$ cat src/rtl/rsmp_pkg.sv
// Shared types, constants and a helper function of the relay server message parser.
package rsmp_pkg;

    localparam int MAX_BUFFER_BYTES = 4096;
    localparam int POS_W = $clog2(MAX_BUFFER_BYTES + 1);
    localparam int CNT_W = 12;
    localparam int CALC_W = ((POS_W > CNT_W) ? POS_W : CNT_W) + 1;
    localparam logic [CNT_W-1:0] CNT_MAX = '1;
    localparam logic [CNT_W-1:0] MAX_ERROR_TEXT_RESET = 12'd255;

    localparam int CAND_MATCH = 0;
    localparam int CAND_TUN = 1;
    localparam int CAND_HOST = 2;
    localparam int CAND_ERR = 3;

    localparam int MATCH_ID_POS = 9;
    localparam int TUN_ID_POS = 7;
    localparam int ROOM_CODE_POS = 6;
    localparam int ERR_CODE_POS = 5;
    localparam int ADDR_POS = 11;
    localparam int MATCH_MIN_SIZE = 13;
    localparam int HOST_MIN_SIZE = 10;
    localparam int ERR_MIN_SIZE = 6;
    localparam int TUN_FIXED_BYTES = 12;

    localparam logic [3:0] HDR_LEN [4] = '{4'd9, 4'd7, 4'd6, 4'd5};
    localparam logic [7:0] HDR_TEXT [4][16] = '{
        '{"M", "a", "t", "c", "h", "I", "n", "f", "o",
          8'h00, 8'h00, 8'h00, 8'h00, 8'h00, 8'h00, 8'h00},
        '{"T", "u", "n", "I", "n", "f", "o", 8'h00,
          8'h00, 8'h00, 8'h00, 8'h00, 8'h00, 8'h00, 8'h00, 8'h00},
        '{"H", "o", "s", "t", "e", "d", 8'h00, 8'h00,
          8'h00, 8'h00, 8'h00, 8'h00, 8'h00, 8'h00, 8'h00, 8'h00},
        '{"E", "r", "r", "o", "r", 8'h00, 8'h00, 8'h00,
          8'h00, 8'h00, 8'h00, 8'h00, 8'h00, 8'h00, 8'h00, 8'h00}
    };

    typedef enum logic [2:0] {
        KIND_UNKNOWN = 3'd0,
        KIND_MATCH   = 3'd1,
        KIND_TUN     = 3'd2,
        KIND_HOST    = 3'd3,
        KIND_ERR     = 3'd4
    } msg_kind_t;

    typedef struct packed {
        logic [7:0] data_byte;
        logic       last_byte;
    } in_item_t;

    typedef struct packed {
        msg_kind_t        msg_kind;
        logic [31:0]      game_id;
        logic [31:0]      room_code;
        logic [7:0]       error_code;
        logic [CNT_W-1:0] text_length;
        logic [CNT_W-1:0] consumed;
    } out_item_t;

    typedef struct packed {
        logic [POS_W-1:0] pos;
        logic [3:0]       cand;
        logic [31:0]      shift;
        logic [7:0]       ecode;
        logic [CNT_W-1:0] addr_cnt;
        logic             term;
    } buf_state_t;

    function automatic logic [CNT_W-1:0] sat12(input logic [CALC_W-1:0] v);
        return (v > CALC_W'(CNT_MAX)) ? CNT_MAX : v[CNT_W-1:0];
    endfunction

endpackage

$ cat src/rtl/rsmp_byte_engine.sv
// Per-buffer state registers and the update that one received byte applies to them.
module rsmp_byte_engine (
    input  logic                 clk,
    input  logic                 rst_n,
    input  logic                 take,
    input  rsmp_pkg::in_item_t   item,
    output rsmp_pkg::buf_state_t state_next
);
    import rsmp_pkg::*;

    buf_state_t state_reg;
    buf_state_t clear_state;
    logic [7:0] b;
    logic [POS_W-1:0] pos;
    logic [1:0] off_match;
    logic [1:0] off_tun;
    logic [1:0] off_host;

    assign b = item.data_byte;
    assign pos = state_reg.pos;
    assign off_match = 2'(pos - POS_W'(MATCH_ID_POS));
    assign off_tun = 2'(pos - POS_W'(TUN_ID_POS));
    assign off_host = 2'(pos - POS_W'(ROOM_CODE_POS));

    always_comb
    begin
        clear_state = '0;
        clear_state.cand = 4'hF;
    end

    always_comb
    begin
        state_next = state_reg;
        if (pos < POS_W'(MAX_BUFFER_BYTES))
        begin
            for (int k = 0; k < 4; k++)
            begin
                if (state_reg.cand[k] && (pos < POS_W'(HDR_LEN[k])) &&
                    (b != HDR_TEXT[k][pos[3:0]]))
                begin
                    state_next.cand[k] = 1'b0;
                end
            end
            if (state_next.cand[CAND_MATCH] && (pos >= POS_W'(MATCH_ID_POS)) &&
                (pos < POS_W'(MATCH_ID_POS + 4)))
            begin
                state_next.shift[{off_match, 3'b000} +: 8] =
                    state_next.shift[{off_match, 3'b000} +: 8] | b;
            end
            if (state_next.cand[CAND_TUN])
            begin
                if ((pos >= POS_W'(TUN_ID_POS)) && (pos < POS_W'(TUN_ID_POS + 4)))
                begin
                    state_next.shift[{off_tun, 3'b000} +: 8] =
                        state_next.shift[{off_tun, 3'b000} +: 8] | b;
                end
                if ((pos >= POS_W'(ADDR_POS)) && !state_reg.term)
                begin
                    if (b == 8'h00)
                    begin
                        state_next.term = 1'b1;
                    end
                    else if (state_reg.addr_cnt != CNT_MAX)
                    begin
                        state_next.addr_cnt = state_reg.addr_cnt + 1'b1;
                    end
                end
            end
            if (state_next.cand[CAND_HOST] && (pos >= POS_W'(ROOM_CODE_POS)) &&
                (pos < POS_W'(ROOM_CODE_POS + 4)))
            begin
                state_next.shift[{off_host, 3'b000} +: 8] =
                    state_next.shift[{off_host, 3'b000} +: 8] | b;
            end
            if (state_next.cand[CAND_ERR] && (pos == POS_W'(ERR_CODE_POS)))
            begin
                state_next.ecode = b;
            end
            state_next.pos = pos + 1'b1;
        end
    end

    always_ff @(posedge clk or negedge rst_n)
    begin
        if (!rst_n)
        begin
            state_reg <= clear_state;
        end
        else if (take)
        begin
            state_reg <= item.last_byte ? clear_state : state_next;
        end
    end

endmodule

$ cat src/rtl/relay_server_message_parser.sv
// Top level of the relay server message parser: result decode, config register, output stage.
//
// The item channel carries one byte of a receive buffer per transfer, with last_byte
// set on the final byte. Every byte updates a few small registers; the bytes of the
// address and error text are only counted. The transfer of a final byte produces one
// result on the result channel in the next cycle: message kind, match id, room code,
// error code, text length and consumed byte count. Other bytes produce no result.
// The block takes one byte per clock cycle; the only limit is the single result
// register, so item_ready drops only while a result is held and result_ready is low.
// Bytes beyond the buffer size limit are counted for nothing but their last_byte flag.
// The cfg channel writes max_error_text, the cap on counted error text bytes; it is
// always ready and should be written only while no buffer is in progress.
// Reset clears the per-buffer state, empties the result register and sets
// max_error_text to 255.
module relay_server_message_parser (
    input  logic                       clk,
    input  logic                       rst_n,
    input  logic                       item_valid,
    output logic                       item_ready,
    input  rsmp_pkg::in_item_t         item,
    output logic                       result_valid,
    input  logic                       result_ready,
    output rsmp_pkg::out_item_t        result,
    input  logic                       cfg_valid,
    output logic                       cfg_ready,
    input  logic [rsmp_pkg::CNT_W-1:0] cfg_data
);
    import rsmp_pkg::*;

    logic take;
    buf_state_t state_next;
    out_item_t result_next;
    out_item_t result_reg;
    logic result_valid_reg;
    logic [CNT_W-1:0] max_error_text_reg;
    logic [CALC_W-1:0] size;
    logic [CALC_W-1:0] err_text;
    logic [CALC_W-1:0] err_capped;

    assign item_ready = !result_valid_reg || result_ready;
    assign take = item_valid && item_ready;
    assign cfg_ready = 1'b1;
    assign result_valid = result_valid_reg;
    assign result = result_reg;

    rsmp_byte_engine u_engine (
        .clk        (clk),
        .rst_n      (rst_n),
        .take       (take),
        .item       (item),
        .state_next (state_next)
    );

    assign size = CALC_W'(state_next.pos);
    assign err_text = size - CALC_W'(ERR_MIN_SIZE);
    assign err_capped = (err_text > CALC_W'(max_error_text_reg)) ?
                        CALC_W'(max_error_text_reg) : err_text;

    always_comb
    begin
        result_next = '0;
        result_next.msg_kind = KIND_UNKNOWN;
        if (state_next.cand[CAND_MATCH] && (size >= CALC_W'(MATCH_MIN_SIZE)))
        begin
            result_next.msg_kind = KIND_MATCH;
            result_next.game_id = state_next.shift;
            result_next.consumed = CNT_W'(MATCH_MIN_SIZE);
        end
        else if (state_next.cand[CAND_TUN] && state_next.term)
        begin
            result_next.msg_kind = KIND_TUN;
            result_next.game_id = state_next.shift;
            result_next.text_length = state_next.addr_cnt;
            result_next.consumed = sat12(CALC_W'(state_next.addr_cnt) +
                                         CALC_W'(TUN_FIXED_BYTES));
        end
        else if (state_next.cand[CAND_HOST] && (size >= CALC_W'(HOST_MIN_SIZE)))
        begin
            result_next.msg_kind = KIND_HOST;
            result_next.room_code = state_next.shift;
            result_next.consumed = CNT_W'(HOST_MIN_SIZE);
        end
        else if (state_next.cand[CAND_ERR] && (size >= CALC_W'(ERR_MIN_SIZE)))
        begin
            result_next.msg_kind = KIND_ERR;
            result_next.error_code = state_next.ecode;
            result_next.text_length = sat12(err_capped);
            result_next.consumed = sat12(err_capped + CALC_W'(ERR_MIN_SIZE));
        end
    end

    always_ff @(posedge clk or negedge rst_n)
    begin
        if (!rst_n)
        begin
            result_valid_reg <= 1'b0;
            max_error_text_reg <= MAX_ERROR_TEXT_RESET;
        end
        else
        begin
            if (cfg_valid)
            begin
                max_error_text_reg <= cfg_data;
            end
            if (take && item.last_byte)
            begin
                result_valid_reg <= 1'b1;
            end
            else if (result_ready)
            begin
                result_valid_reg <= 1'b0;
            end
        end
    end

    always_ff @(posedge clk)
    begin
        if (take && item.last_byte)
        begin
            result_reg <= result_next;
        end
    end

endmodule

$ cat config.mk
export PLATFORM = sky130hd
export DESIGN_NAME = relay_server_message_parser
export DESIGN_NICKNAME = d
export VERILOG_FILES = /design/src/rtl/rsmp_pkg.sv /design/src/rtl/rsmp_byte_engine.sv /design/src/rtl/relay_server_message_parser.sv
export SDC_FILE = /design/constraint.sdc
export NUM_CORES = 1
export LEC_CHECK = 0
export BUFFER_PORTS_ARGS = -buffer_cell sky130_fd_sc_hd__buf_2
export CORE_ASPECT_RATIO = 0.7
export CORE_MARGIN = 2
export CORE_UTILIZATION = 50
export CTS_BUF_LIST = sky130_fd_sc_hd__clkbuf_16
export DETAILED_ROUTE_END_ITERATION = 8
export PLACE_DENSITY = 0.69
export REMOVE_ABC_BUFFERS = 1
export SYNTH_ARGS = -nofsm -noshare
export SYNTH_HDL_FRONTEND = slang
export SYNTH_SLANG_ARGS = --single-unit
$ cat constraint.sdc
create_clock -name clk -period 12.57 [get_ports clk]
set_clock_uncertainty 0.1 [all_clocks]
set_input_delay 1.257 -clock clk [delete_from_list [all_inputs] [get_ports clk]]
set_output_delay 1.257 -clock clk [all_outputs]
set_load 0.01 [all_outputs]
# After elaboration in Yosys (flattened, before gate mapping)
# Memory sizes are Yosys's and may differ from the RTL's.
# Cells that the tools add are included.
# op_classes
addsub	11
magnitude_cmp	20
muxes	48
n_bitwise	6
shift	9
eq_ne	6
n_reduce_logical	29
# ops
operator	count
two-way mux 32 bit	8
two-way mux 70 bit	2
bitwise mux 32 bit	3
variable shift 8 x 7 -> 32 bit (first input constant)	3
variable part select 32 x 6 -> 8 bit	3
variable part select 8 x 7 -> 32 bit	3
two-way mux 12 bit	7
two-way mux 8 bit	9
greater-or-equal comparator 13 x 4 -> 1 bit (second input constant)	4
less-than comparator 13 x 4 -> 1 bit (second input constant)	4
two-way mux 24 bit	2
greater-or-equal comparator 13 x 3 -> 1 bit (second input constant)	3
less-than comparator 13 x 3 -> 1 bit (second input constant)	3
!= test 8 bit	4
> comparator 14 x 12 -> 1 bit (second input constant)	2
two-way mux 13 bit	2
OR 8 bit	3
logical AND 1 bit	21
negator 5 -> 7 bit	3
adder 14 x 3 -> 14 bit (second input constant)	1
> comparator 14 x 12 -> 1 bit	1
two-way mux 14 bit	1
subtractor 13 x 3 -> 14 bit (second input constant)	1
adder 12 x 4 -> 13 bit (second input constant)	1
other kinds (20)	35
# totals
in_bits	26
ff_bits	182
rom_bits	512
memories	4
# memory_table
name	depth	word_bits	read_ports	rd_clocked_by_memory_dff	wr	line_no	source
(no name shown)	16	8	1	0	0	rsmp_byte_engine.sv:39	(b != HDR_TEXT[k][pos[3:0]]))
(no name shown)	16	8	1	0	0	rsmp_byte_engine.sv:39	
(no name shown)	16	8	1	0	0	rsmp_byte_engine.sv:39	
(no name shown)	16	8	1	0	0	rsmp_byte_engine.sv:39	

# Longest topological paths before layout
# Gate-level depths: netlist of the first run.
# depth
ltp_word	34
ltp_mapped	29
depth_no_buf	24

# Hierarchy
# From an unflattened synthesis of the first run, not the netlist that was laid out.
# unflattened
hier_cells	1434
hier_area_um2	12973.7
# modules_own_cells
mod	n_inst	area_each_um2	cells_each
rsmp_byte_engine	1	6996.7	913
relay_server_message_parser	1	5977.0	521

# Least setup slack after synthesis of the first run
# No wires, ideal clock.
# synth_timing
kind	register to register
startpoint	register u_engine.state_reg, in the netlist u_engine.pos[1]
endpoint	register result_reg, in the netlist result[11], data pin
setup_ns	0.257
stages_incl_launch_ff	28
setup_slack_ns	6.326
t_arrival_ns	5.887
required_time_ns	12.213
cell_sequence	dfrtp_1 buf_2 inv_2 ha_1 clkbuf_1 mux2i_1 inv_1 ha_1 clkbuf_1 nor4_1 o21bai_1 xor2_1 ha_1 a211oi_1 o21ai_0 o2111ai_1 a31oi_1 a31oi_4 buf_6 buf_2 mux2i_1 ha_1 nor2b_1 nand3_1 nor2_1 mux2i_1 or4_1 a32o_1
# synth_between
elab_chain_len	14
elab_cells_between_ends	63
# synth_rtl
element	line_no	source
from (decl)	rsmp_byte_engine.sv:11	buf_state_t state_reg;
from (signal assigned)	rsmp_byte_engine.sv:87	state_reg <= clear_state;
from (signal assigned)	rsmp_byte_engine.sv:91	state_reg <= item.last_byte ? clear_state : state_next;
inverter 4 -> 5 bit (not written as such)	rsmp_byte_engine.sv:39	
memory read (16 x 8 bit)	n/a	
two-way mux 8 bit (not written as such) (2 in a row)	rsmp_byte_engine.sv:39	
!= test 8 bit	rsmp_byte_engine.sv:39	
logical AND 1 bit	rsmp_byte_engine.sv:38	if (state_reg.cand[k] && (pos < POS_W'(HDR_LEN[k])) &&
two-way mux 1 bit	rsmp_byte_engine.sv:38	
two-way mux 1 bit	rsmp_byte_engine.sv:34	if (pos < POS_W'(MAX_BUFFER_BYTES))
two-way mux 13 bit	rsmp_byte_engine.sv:50	if (state_next.cand[CAND_TUN])
two-way mux 70 bit (*)	rsmp_byte_engine.sv:34	
parallel branches: the longest is 4 deep, another holds subtractor 13 x 3 -> 14 bit	n/a	
to (signal assigned)	relay_server_message_parser.sv:120	result_reg <= result_next;
to (decl)	relay_server_message_parser.sv:33	out_item_t result_reg;
# Every way passes the cells marked *. The select of a mux whose other input is x is not followed.
# A chain may end at the register's enable or synchronous reset.

# Worst setup path after layout of the first run
# layout_timing
startpoint	register u_engine.state_reg, in the netlist u_engine.pos[0]
endpoint	register result_reg, in the netlist result[11], data pin
# Same word-level chain as after synthesis.

==> results of run 1 <==
cells in the mapped netlist, types with 34 or more instances:
cell type / number / area share, %
sky130_fd_sc_hd__nand2_1: 98 / 3.0
sky130_fd_sc_hd__nor2_1: 157 / 4.8
sky130_fd_sc_hd__edfxtp_1: 99 / 24
sky130_fd_sc_hd__inv_1: 39 / 1.2
sky130_fd_sc_hd__nand3_1: 37 / 1.5
sky130_fd_sc_hd__a21oi_1: 101 / 4.1
sky130_fd_sc_hd__xnor2_1: 34 / 2.4
sky130_fd_sc_hd__mux2i_1: 35 / 2.9
sky130_fd_sc_hd__clkbuf_1: 65 / 2.0
sky130_fd_sc_hd__nor3_1: 35 / 1.4
sky130_fd_sc_hd__o21ai_0: 111 / 4.5
sky130_fd_sc_hd__dfrtp_1: 71 / 15
stage by stage:
step	utilization (%)	hold WS [ps]	setup slack (ps)
after floorplan	-	354	5430
after global placement	54.6	375	5350
after detailed placement	54.6	368	5100
after CTS	57.1	381	5090
after global routing	57.1	421	4340
final	57.1	380	4970
power groups by stage:
stage               clock network (mW)  logic [mW]  registers [mW]
floorplan                            0       0.324           0.734
global placement                     0       0.498           0.731
detailed placement                   0       0.498           0.730
CTS                              0.572       0.501           0.718
global route                     0.597       0.563           0.726
finish                           0.563       0.518           0.721
worst min-delay path, delay by kind of cell, from the launching register on:
kind	cells	cell delay [ps]
compound gates	1	60
simple gates	1	50
flops	1	370
cell usage in the layout, fill, tap and decap left out, types with 8 or more instances in the layout:
master | netlist | routed
sky130_fd_sc_hd__a32o_1 | 8 | 8
sky130_fd_sc_hd__a21o_1 | 11 | 11
sky130_fd_sc_hd__o21ai_0 | 111 | 111
sky130_fd_sc_hd__nand2_1 | 98 | 98
sky130_fd_sc_hd__nor2_1 | 157 | 155
sky130_fd_sc_hd__xnor2_1 | 34 | 34
sky130_fd_sc_hd__nor4_1 | 12 | 11
sky130_fd_sc_hd__inv_1 | 39 | 40
sky130_fd_sc_hd__or3_1 | 10 | 10
sky130_fd_sc_hd__dfstp_2 | 12 | 12
sky130_fd_sc_hd__nand3_1 | 37 | 37
sky130_fd_sc_hd__dfrtp_1 | 71 | 71
sky130_fd_sc_hd__a211oi_1 | 12 | 12
sky130_fd_sc_hd__nor3_1 | 35 | 33
sky130_fd_sc_hd__mux2i_1 | 35 | 35
sky130_fd_sc_hd__a221o_1 | 13 | 13
sky130_fd_sc_hd__o31ai_1 | 13 | 13
sky130_fd_sc_hd__edfxtp_1 | 99 | 99
sky130_fd_sc_hd__and3_1 | 24 | 24
sky130_fd_sc_hd__a22o_1 | 17 | 17
sky130_fd_sc_hd__mux2_2 | 11 | 11
sky130_fd_sc_hd__a21oi_1 | 101 | 101
sky130_fd_sc_hd__buf_2 | 18 | 125
sky130_fd_sc_hd__o22ai_1 | 21 | 21
sky130_fd_sc_hd__and2_1 | 12 | 12
sky130_fd_sc_hd__nand4_1 | 17 | 17
sky130_fd_sc_hd__o21bai_1 | 8 | 8
sky130_fd_sc_hd__ha_1 | 31 | 31
sky130_fd_sc_hd__xor2_1 | 11 | 11
sky130_fd_sc_hd__buf_4 | 2 | 18
sky130_fd_sc_hd__o211ai_1 | 9 | 9
sky130_fd_sc_hd__nand2b_1 | 12 | 12
sky130_fd_sc_hd__a31oi_1 | 21 | 21
sky130_fd_sc_hd__clkbuf_16 | 0 | 17
sky130_fd_sc_hd__a22oi_1 | 12 | 12
area by class of cell:
class                           count  area [µm²]  share of cell area, %
Clock buffer                       17         425                   3.13
Sequential cell                   182        5060                   37.2
Clock inverter                     15         183                   1.34
Tap cell                          318         398                   2.93
Timing Repair Buffer              143         761                   5.59
Inverter                           42         160                   1.18
Multi-Input combinational cell   1025        6610                   48.6
worst paths after layout:
path | end | cells after the start
worst min register to register | u_engine.state_reg[53] | 2
worst max-delay path | result[11] | 24
worst min-delay path | u_engine.state_reg[53] | 2
min in group asynchronous | u_engine.pos[8] | 1
worst max register to register | result[11] | 24
max in group asynchronous | u_engine.state_reg[35] | 2
cell families (layout without fill, tap and decap cells):
| family | Yosys count | after routing | synth area share [%] |
|---|---|---|---|
| buf+inv | 135 | 217 | 4.80 |
| mux | 54 | 54 | 5.12 |
| flops | 182 | 182 | 41.4 |
| compound gates | 428 | 428 | 23.1 |
| fa+ha+maj | 31 | 31 | 3.17 |
| xor+xnor | 47 | 47 | 3.49 |
| other cells | 1 | 1 | 0.0307 |
| simple gates | 464 | 464 | 18.9 |
layer usage:
| metal | part of all wire (%) | global-route usage (%) |
|---|---|---|
| met2 | 38 | 39.2 |
| met1 | 48 | 50.4 |
| met4 | 1.2 | 6.63 |
| met5 | 0 | 0 |
| met3 | 13 | 11.1 |
==> flow_summary.yaml, run 1 <==
timing:
  relSlewSlack_pct: 22.4
  timing.final.hold_violations: 0
  tns_ps: 0
  timing.final.max_slew_violations: 0
  fin_crit_ps: 7600
  finalCritPeriodShare_pct: 60.4
  fmax_ghz: 0.132
  report.final.setup_viol: 0
  tightestPinTransition_ps: 1160
  setup_repair_after_global_routing_missed_its_margin: "no"
layout:
  num_antenna_cells: 0
  finish.net_count: 1468
  final_cells: 1742
  largest_register_ff_count: 99
  post-route-cell-area_um2: 13600
  area_growth_syn_to_layout_pct: 11.2
  drive_gt1_share_pct: 16.7
  num-fill-cells: 2149
route:
  detail_route_antenna_nets: 0
  detail_route.vias_per_cell: 6.56
  total_wire_length_mm: 39.8
  detailed_route_iter0_violations: 1546
  detail_route.wl_per_cell_um: 22.8
  vias: 11419
  post-route-drc-count: 0
  drt_first_pass_iters: 6
yosys:
  synthCells: 1342
  post_synthesis_cell_area_um2: 12200
  synth_cell_types: 92
  synthArstFlopShare_pct: 45.6
  yosys_register_bits: 182
  synth_flop_cell: "sky130_fd_sc_hd__edfxtp_1"
  synth_sequential_area_ratio_pct: 41.4
  syn_area_cell_um2: 9.12
  number_of_synthesized_flops_with_an_enable_pin: 99
  synth_warnings: 0
place:
  total_placed_instance_area_um2: 13000
  dpl_wire_length_mm: 28.4
  globalplace.congestion: 0.985
  placed_cells: 1710
  portBuffers: 126
clock_tree:
  clkTransAtPathRegs_ps: 80
  clock_tree.htree_level_count: 4
  post_cts.repair.setup_buffers: 0
  post_cts_resized: 0
  clk-insertion-delay-late_ps: 450
  clock-root-buffer: "sky130_fd_sc_hd__clkbuf_16"
  cts_tree: "yes"
  clock_tree.buffer_depth: 2
  clock_sink_count: 182
  cts_inserted_buffers: 17
  cts-hold-fix-buffers: 0
worst_hold_path:
  worst_hold_startpoint: "u_engine.state_reg[53]"
  hold_path.class: "reg2reg"
setup_path:
  startpoint_type: "flop"
  startpoint: "u_engine.pos[0]"
  timing.critical_path.cells: "buf_4 -> inv_2 -> ha_1 -> mux2i_1 -> inv_1 -> ha_1 -> nor4_1 -> o21bai_1 -> xor2_1 -> ha_1 -> a211oi_1 -> o21ai_0 -> o2111ai_1 -> a31oi_1 -> a31oi_4 -> buf_4 -> mux2i_1 -> ha_1 -> nor2b_1 -> nand3_1 -> nor2_1 -> mux2i_1 -> or4_1 -> a32o_1"
  r2r_start: "u_engine.pos[0]"
  critical_path.most_common_cell: "sky130_fd_sc_hd__ha_1"
  critical_path.n_buffers_inverters: 4
  cpPeakStageDelay_ps: 670
  timing.critical_path.max_delay_family: "compound AO/OA/AOI/OAI gates"
  regToRegSetupSlack_ps: 4970
  critPathRequiredTime_ps: 12670
  setup.worst_path.class: "reg2reg"
  crit_path_top_delay_cell: "sky130_fd_sc_hd__dfrtp_1"
  worstSetupEndpointType: "flop"
  worst-path-max-fanout: 30
  critPathArrivalTime_ps: 7700
floorplanning:
  boundaryPins: 128
  core_um2: 23800
  starting_utilization_of_the_core_area_pct: 51.4
  row_count: 47
  dieArea_um2: 25800
  die_h_um: 135
  die_width_um: 191
pwr:
  static-leakage-power_nw: 5.29
  netSwitchingFraction_pct: 35.1
  power_frac_seq_pct: 40.0
  finalPower_mw: 1.80
  power.internal_mw: 1.17
  irDropWorstVdd_mv: 0.111
  power_density_nw_per_um2: 133
  power_frac_comb_pct: 28.8
  power.clock.fraction_pct: 31.2
  p_switching_uw: 632
status:
  status: "finished clean"
global_route:
  overflow: 0
  global_route.usage.total_pct: 31.4
  first_global_vias: 10391
  grt_start_max_net_pins: 65
  antenna_found_initial: 0
  grt_pass1_wl_mm: 61.7
run:
  max_cap_violations: 0
Power figures use the tool's default switching activity.
==> run 2, diff against run 1 <==
==> constraint.sdc (replaced) <==
create_clock -name clk -period 7.8 [get_ports clk]
set_clock_uncertainty 0.1 [all_clocks]
set_input_delay 0.78 -clock clk [delete_from_list [all_inputs] [get_ports clk]]
set_output_delay 0.78 -clock clk [all_outputs]
set_load 0.01 [all_outputs]
==> run 2 against run 1 <==
Effect of this change: sequential share of layout area is essentially flat; non-clock buffer count up 3; cell count grew 0.17%; worst hold slack got worse by 190 ps; clock power up 56%; sequential cell count stayed put; die area unchanged; cell area hardly changed; via count rose by 1.4%; sequential power grew 61%; largest cell class unchanged; largest power group unchanged; highest routed layer unchanged.
==> flow_summary.yaml, run 2 (synthesized netlist as in run 1, its figures left out) <==
status:
  status: "finished clean"
floorplanning:
  dieArea_um2: 25800
  row_count: 47
  boundaryPins: 128
  die_h_um: 135
  core_um2: 23800
  starting_utilization_of_the_core_area_pct: 51.4
  die_width_um: 191
pwr:
  power.clock.fraction_pct: 30.7
  power_frac_comb_pct: 28.9
  p_switching_mw: 1.04
  power.internal_mw: 1.83
  power_frac_seq_pct: 40.4
  static-leakage-power_nw: 5.28
  irDropWorstVdd_mv: 0.194
  power_density_nw_per_um2: 211
  netSwitchingFraction_pct: 36.2
timing:
  setup_repair_after_global_routing_missed_its_margin: "no"
  relSlewSlack_pct: 16.4
  tightestPinTransition_ps: 1250
  fmax_ghz: 0.150
  tns_ps: 0
  finalCritPeriodShare_pct: 85.6
  timing.final.max_slew_violations: 0
  timing.final.hold_violations: 0
  postLayoutSetupSlackWorst_ps: 1120
  report.final.setup_viol: 0
  whs_ps: 192
  fin_crit_ps: 6680
setup_path:
  worst-path-max-fanout: 35
  startpoint_type: "flop"
  worstSetupEndpointType: "flop"
  stages_on_worst_setup_path: 24
  timing.critical_path.max_delay_family: "simple AND/OR/NAND/NOR gates"
  setup.worst_path.class: "reg2reg"
  critPathRequiredTime_ps: 7920
  critical_path.n_buffers_inverters: 4
  reg2reg_depth: 24
  timing.critical_path.cells: "buf_4 -> inv_2 -> ha_1 -> buf_4 -> nand2_1 -> nor2_1 -> a311oi_2 -> nand2_1 -> xnor2_1 -> ha_1 -> o21ai_0 -> nand2b_1 -> o2111ai_1 -> a31oi_1 -> a31oi_4 -> buf_4 -> mux2i_1 -> ha_1 -> nor2b_1 -> nand3_1 -> nor2_1 -> mux2i_1 -> or4_1 -> a32o_1"
  critPathArrivalTime_ps: 6790
  crit_path_top_delay_cell: "sky130_fd_sc_hd__xnor2_1"
  cpPeakStageDelay_ps: 610
layout:
  drive_gt1_share_pct: 17.0
  utilization_after_layout_pct: 57.1
  largest_register_ff_count: 99
  finish.net_count: 1471
  area_growth_syn_to_layout_pct: 11.2
  layout_common_cells: "sky130_fd_sc_hd__nor2_1, sky130_fd_sc_hd__buf_2, sky130_fd_sc_hd__o21ai_0"
  final_cells: 1745
  final_common_cell: "sky130_fd_sc_hd__nor2_1"
  num_antenna_cells: 0
place:
  portBuffers: 126
  placed_cells: 1713
  globalplace.congestion: 0.993
  post-place-ws_ps: 1210
  dpl_wire_length_mm: 28.0
route:
  vias: 11583
  detail_route.wl_per_cell_um: 22.5
  detail_route.vias_per_cell: 6.64
  drt_first_pass_iters: 6
  post-route-drc-count: 0
  detailed_route_iter0_violations: 1573
  total_wire_length_mm: 39.3
  detail_route_antenna_nets: 0
worst_hold_path:
  hold_path.class: "in2async"
clock_tree:
  clock-root-buffer: "sky130_fd_sc_hd__clkbuf_16"
  clock_tree.buffer_depth: 2
  cts_inserted_buffers: 17
  clkTransAtPathRegs_ps: 80
  clk-insertion-delay-late_ps: 460
  post_cts.repair.setup_buffers: 0
  clock_tree.htree_level_count: 4
  cts_tree: "yes"
  clock_sink_count: 182
  cts-hold-fix-buffers: 0
  post_cts_resized: 0
global_route:
  antenna_found_initial: 0
  overflow: 0
  global_route.usage.total_pct: 30.9
  grt_start_max_net_pins: 68
  grt_pass1_wl_mm: 61.1
  first_global_vias: 10391
run:
  max_cap_violations: 0
[run 2: layout make-up]
class / instances / area (µm²)
sequential: 182 / 5060
multi-input combinational: 1025 / 6600
fill: 2118 / 10200
clock inverter: 15 / 168
clock buffer: 17 / 425
tap: 318 / 398
timing repair buffer: 146 / 783
inverter: 42 / 160
[run 2: final timing paths]
path	slack, ps	end	start
max reg2reg	1120	result[11]	u_engine.pos[1]
max in group asynchronous	6350	u_engine.state_reg[13]	rst_n
min in group clk	400	u_engine.state_reg[53]	u_engine.state_reg[53]
min	190	u_engine.pos[8]	rst_n
min reg2reg	400	u_engine.state_reg[53]	u_engine.state_reg[53]
max	1120	result[11]	u_engine.pos[1]
[run 2: through the flow]
stage	power, mW	instance area (µm²)
2_1_floorplan	1.71	11800
3_3_place_gp	1.97	13000
3_5_place_dp	1.97	13000
4_1_cts	2.85	13600
5_1_grt	2.99	13600
6_report	2.87	13600
[run 2: power by group through the flow]
| stage | sequential [mW] | combinational, mW | clock (mW) |
|---|---|---|---|
| after floorplan | 1.18 | 0.523 | 0 |
| after global placement | 1.17 | 0.793 | 0 |
| after detailed placement | 1.17 | 0.800 | 0 |
| after CTS | 1.16 | 0.804 | 0.891 |
| after global routing | 1.17 | 0.898 | 0.925 |
| final | 1.16 | 0.831 | 0.881 |
[run 2: routing by layer]
layer | share of wire [%] | vias to the layer above | GRT usage, %
met2 | 38 | 754 | 38.8
met3 | 13 | 59 | 9.95
met5 | 0 | - | 0
met1 | 47 | 5595 | 50.3
met4 | 1.1 | 0 | 5.86
li1 | - | 5175 | -
==> run 3, diff against run 2 <==
==> constraint.sdc (replaced) <==
create_clock -name clk -period 7.8 [get_ports clk]
set_clock_uncertainty 0.1 [all_clocks]
set_input_delay 1.56 -clock clk [delete_from_list [all_inputs] [get_ports clk]]
set_output_delay 1.56 -clock clk [all_outputs]
set_load 0.01 [all_outputs]
==> run 3 against run 2 <==
Effect of this change: clock power up 12%; critical path depth down 2; utilization is 0.29 points higher; register-to-register slack barely moved; critical path type unchanged; largest cell class unchanged; largest power group unchanged.
==> flow_summary.yaml, run 3 (synthesized netlist as in run 1, its figures left out) <==
status:
  status: "finished clean"
clock_tree:
  cts_inserted_buffers: 17
  cts_tree: "yes"
  clock_tree.buffer_depth: 2
  post_cts_resized: 0
  clock_tree.htree_level_count: 4
  clkTransAtPathRegs_ps: 80
  clock-root-buffer: "sky130_fd_sc_hd__clkbuf_16"
  clock_sink_count: 182
  cts-hold-fix-buffers: 0
  clk-insertion-delay-late_ps: 460
  post_cts.repair.setup_buffers: 0
layout:
  finish.net_count: 1470
  layout_common_cells: "sky130_fd_sc_hd__nor2_1, sky130_fd_sc_hd__buf_2, sky130_fd_sc_hd__o21ai_0"
  post-route-cell-area_um2: 13700
  num_antenna_cells: 0
  drive_gt1_share_pct: 17.0
  area_growth_syn_to_layout_pct: 11.8
  num-fill-cells: 2128
  largest_register_ff_count: 99
  final_common_cell: "sky130_fd_sc_hd__nor2_1"
setup_path:
  critPathArrivalTime_ps: 6800
  setup.worst_path.class: "reg2reg"
  worst-path-max-fanout: 13
  critical_path.most_common_cell: "sky130_fd_sc_hd__ha_1"
  cpPeakStageDelay_ps: 700
  critPathRequiredTime_ps: 7920
  crit_path_top_delay_cell: "sky130_fd_sc_hd__dfrtp_1"
  timing.critical_path.cells: "inv_2 -> ha_1 -> mux2i_1 -> inv_1 -> ha_1 -> nor4_1 -> o21bai_1 -> xor2_1 -> ha_1 -> a211oi_1 -> o21ai_0 -> o2111ai_1 -> a31oi_1 -> a31oi_4 -> mux2i_1 -> ha_1 -> nor2b_1 -> nand3_1 -> nor2_1 -> mux2i_1 -> or4_1 -> a32o_1"
  timing.critical_path.max_delay_family: "adder cells"
  worstSetupEndpointType: "flop"
  critical_path.n_buffers_inverters: 2
  startpoint_type: "flop"
worst_hold_path:
  hold_path.class: "reg2reg"
global_route:
  global_route.usage.total_pct: 30.7
  grt_start_max_net_pins: 78
  first_global_vias: 10293
  antenna_found_initial: 0
  grt_pass1_wl_mm: 60.6
  overflow: 0
route:
  detail_route.vias_per_cell: 6.51
  vias: 11346
  total_wire_length_mm: 39.2
  post-route-drc-count: 0
  drt_first_pass_iters: 5
  detailed_route_iter0_violations: 1441
  detail_route.wl_per_cell_um: 22.5
  detail_route_antenna_nets: 0
floorplanning:
  dieArea_um2: 25800
  die_h_um: 135
  starting_utilization_of_the_core_area_pct: 51.4
  boundaryPins: 128
  die_width_um: 191
  core_um2: 23800
  row_count: 47
place:
  dpl_wire_length_mm: 28.0
  total_placed_instance_area_um2: 13000
  portBuffers: 126
  globalplace.congestion: 1.00
pwr:
  static-leakage-power_nw: 5.31
  power_density_nw_per_um2: 219
  irDropWorstVdd_mv: 0.177
timing:
  timing.final.max_slew_violations: 0
  tightestPinTransition_ps: 1230
  fin_crit_ps: 6680
  report.final.setup_viol: 0
  setup_repair_after_global_routing_missed_its_margin: "no"
  finalCritPeriodShare_pct: 85.6
  timing.final.hold_violations: 0
  tns_ps: 0
  relSlewSlack_pct: 17.2
  fmax_ghz: 0.150
run:
  max_cap_violations: 0
[run 3: cell count changes in the layout (fill, tap and decap cells not counted)]
cell | previous run | this run
sky130_fd_sc_hd__buf_4 | 21 | 20
sky130_fd_sc_hd__bufinv_16 | 1 | 5
sky130_fd_sc_hd__clkinv_1 | 1 | 0
sky130_fd_sc_hd__clkinv_2 | 0 | 1
sky130_fd_sc_hd__clkinv_4 | 1 | 0
sky130_fd_sc_hd__clkinv_8 | 2 | 1
sky130_fd_sc_hd__clkinvlp_4 | 4 | 2
sky130_fd_sc_hd__inv_6 | 2 | 6
sky130_fd_sc_hd__inv_8 | 4 | 0
sky130_fd_sc_hd__nor3_1 | 34 | 33
sky130_fd_sc_hd__nor3_2 | 1 | 2
[run 3: report_power, final]
group          switching [mW]  leakage (nW)  internal (mW)  total (mW)
registers              0.0825          2.01           1.08        1.17
clock network           0.412         0.318          0.577       0.989
logic                   0.537          2.99          0.295       0.831
total                    1.03          5.31           1.96        2.99
[run 3: worst reg2reg max path: stages (launching register included)]
cell,delay (ps)
sky130_fd_sc_hd__dfrtp_1,700
sky130_fd_sc_hd__inv_2,290
sky130_fd_sc_hd__ha_1,390
sky130_fd_sc_hd__mux2i_1,490
sky130_fd_sc_hd__inv_1,140
sky130_fd_sc_hd__ha_1,300
sky130_fd_sc_hd__nor4_1,290
sky130_fd_sc_hd__o21bai_1,170
sky130_fd_sc_hd__xor2_1,470
sky130_fd_sc_hd__ha_1,360
sky130_fd_sc_hd__a211oi_1,190
sky130_fd_sc_hd__o21ai_0,110
sky130_fd_sc_hd__o2111ai_1,200
sky130_fd_sc_hd__a31oi_1,160
sky130_fd_sc_hd__a31oi_4,230
sky130_fd_sc_hd__mux2i_1,160
sky130_fd_sc_hd__ha_1,320
sky130_fd_sc_hd__nor2b_1,190
sky130_fd_sc_hd__nand3_1,140
sky130_fd_sc_hd__nor2_1,190
sky130_fd_sc_hd__mux2i_1,120
sky130_fd_sc_hd__or4_1,480
sky130_fd_sc_hd__a32o_1,260
[run 3: worst paths after layout]
check                                        from                      to  slack, ps  cells after the start
setup / recovery                  u_engine.pos[0]              result[11]       1120                     22
hold / removal             u_engine.state_reg[53]  u_engine.state_reg[53]        390                      2
setup reg to reg                  u_engine.pos[0]              result[11]       1120                     22
hold reg to reg            u_engine.state_reg[53]  u_engine.state_reg[53]        390                      2
max in group asynchronous                   rst_n  u_engine.state_reg[35]       5620                      2
min in group asynchronous                   rst_n  max_error_text_reg[10]        970                      1
[run 3: per-stage QoR]
| step | power (mW) | std cells | setup WS, ps | utilization [%] | hold WS, ps |
|---|---|---|---|---|---|
| floorplan | 1.71 | 1249 | 659 | - | 354 |
| global placement | 1.98 | 1712 | 1370 | 54.6 | 374 |
| detailed placement | 1.98 | 1712 | 1180 | 54.6 | 390 |
| CTS | 2.96 | 1744 | 1200 | 57.4 | 398 |
| global route | 3.10 | 1744 | 618 | 57.4 | 418 |
| finish | 2.99 | 1744 | 1120 | 57.4 | 392 |
[run 3: layer usage]
metal  wire length [µm]  vias up  GRT usage, %
met5                  0        -             0
met4                329        0          4.87
met3               4890       39          8.94
met2              15300      708          40.1
met1              18600     5429          49.6
li1                   -     5170             -
[run 3: final cells by class]
type                       count  area (µm²)  area share [%]
clock buffer                  17         425            3.11
clock inverter                15         239            1.75
inverter                      42         160            1.17
multi-input combinational   1025        6610            48.3
sequential                   182        5060            37.0
tap                          318         398            2.91
timing repair buffer         145         776            5.67
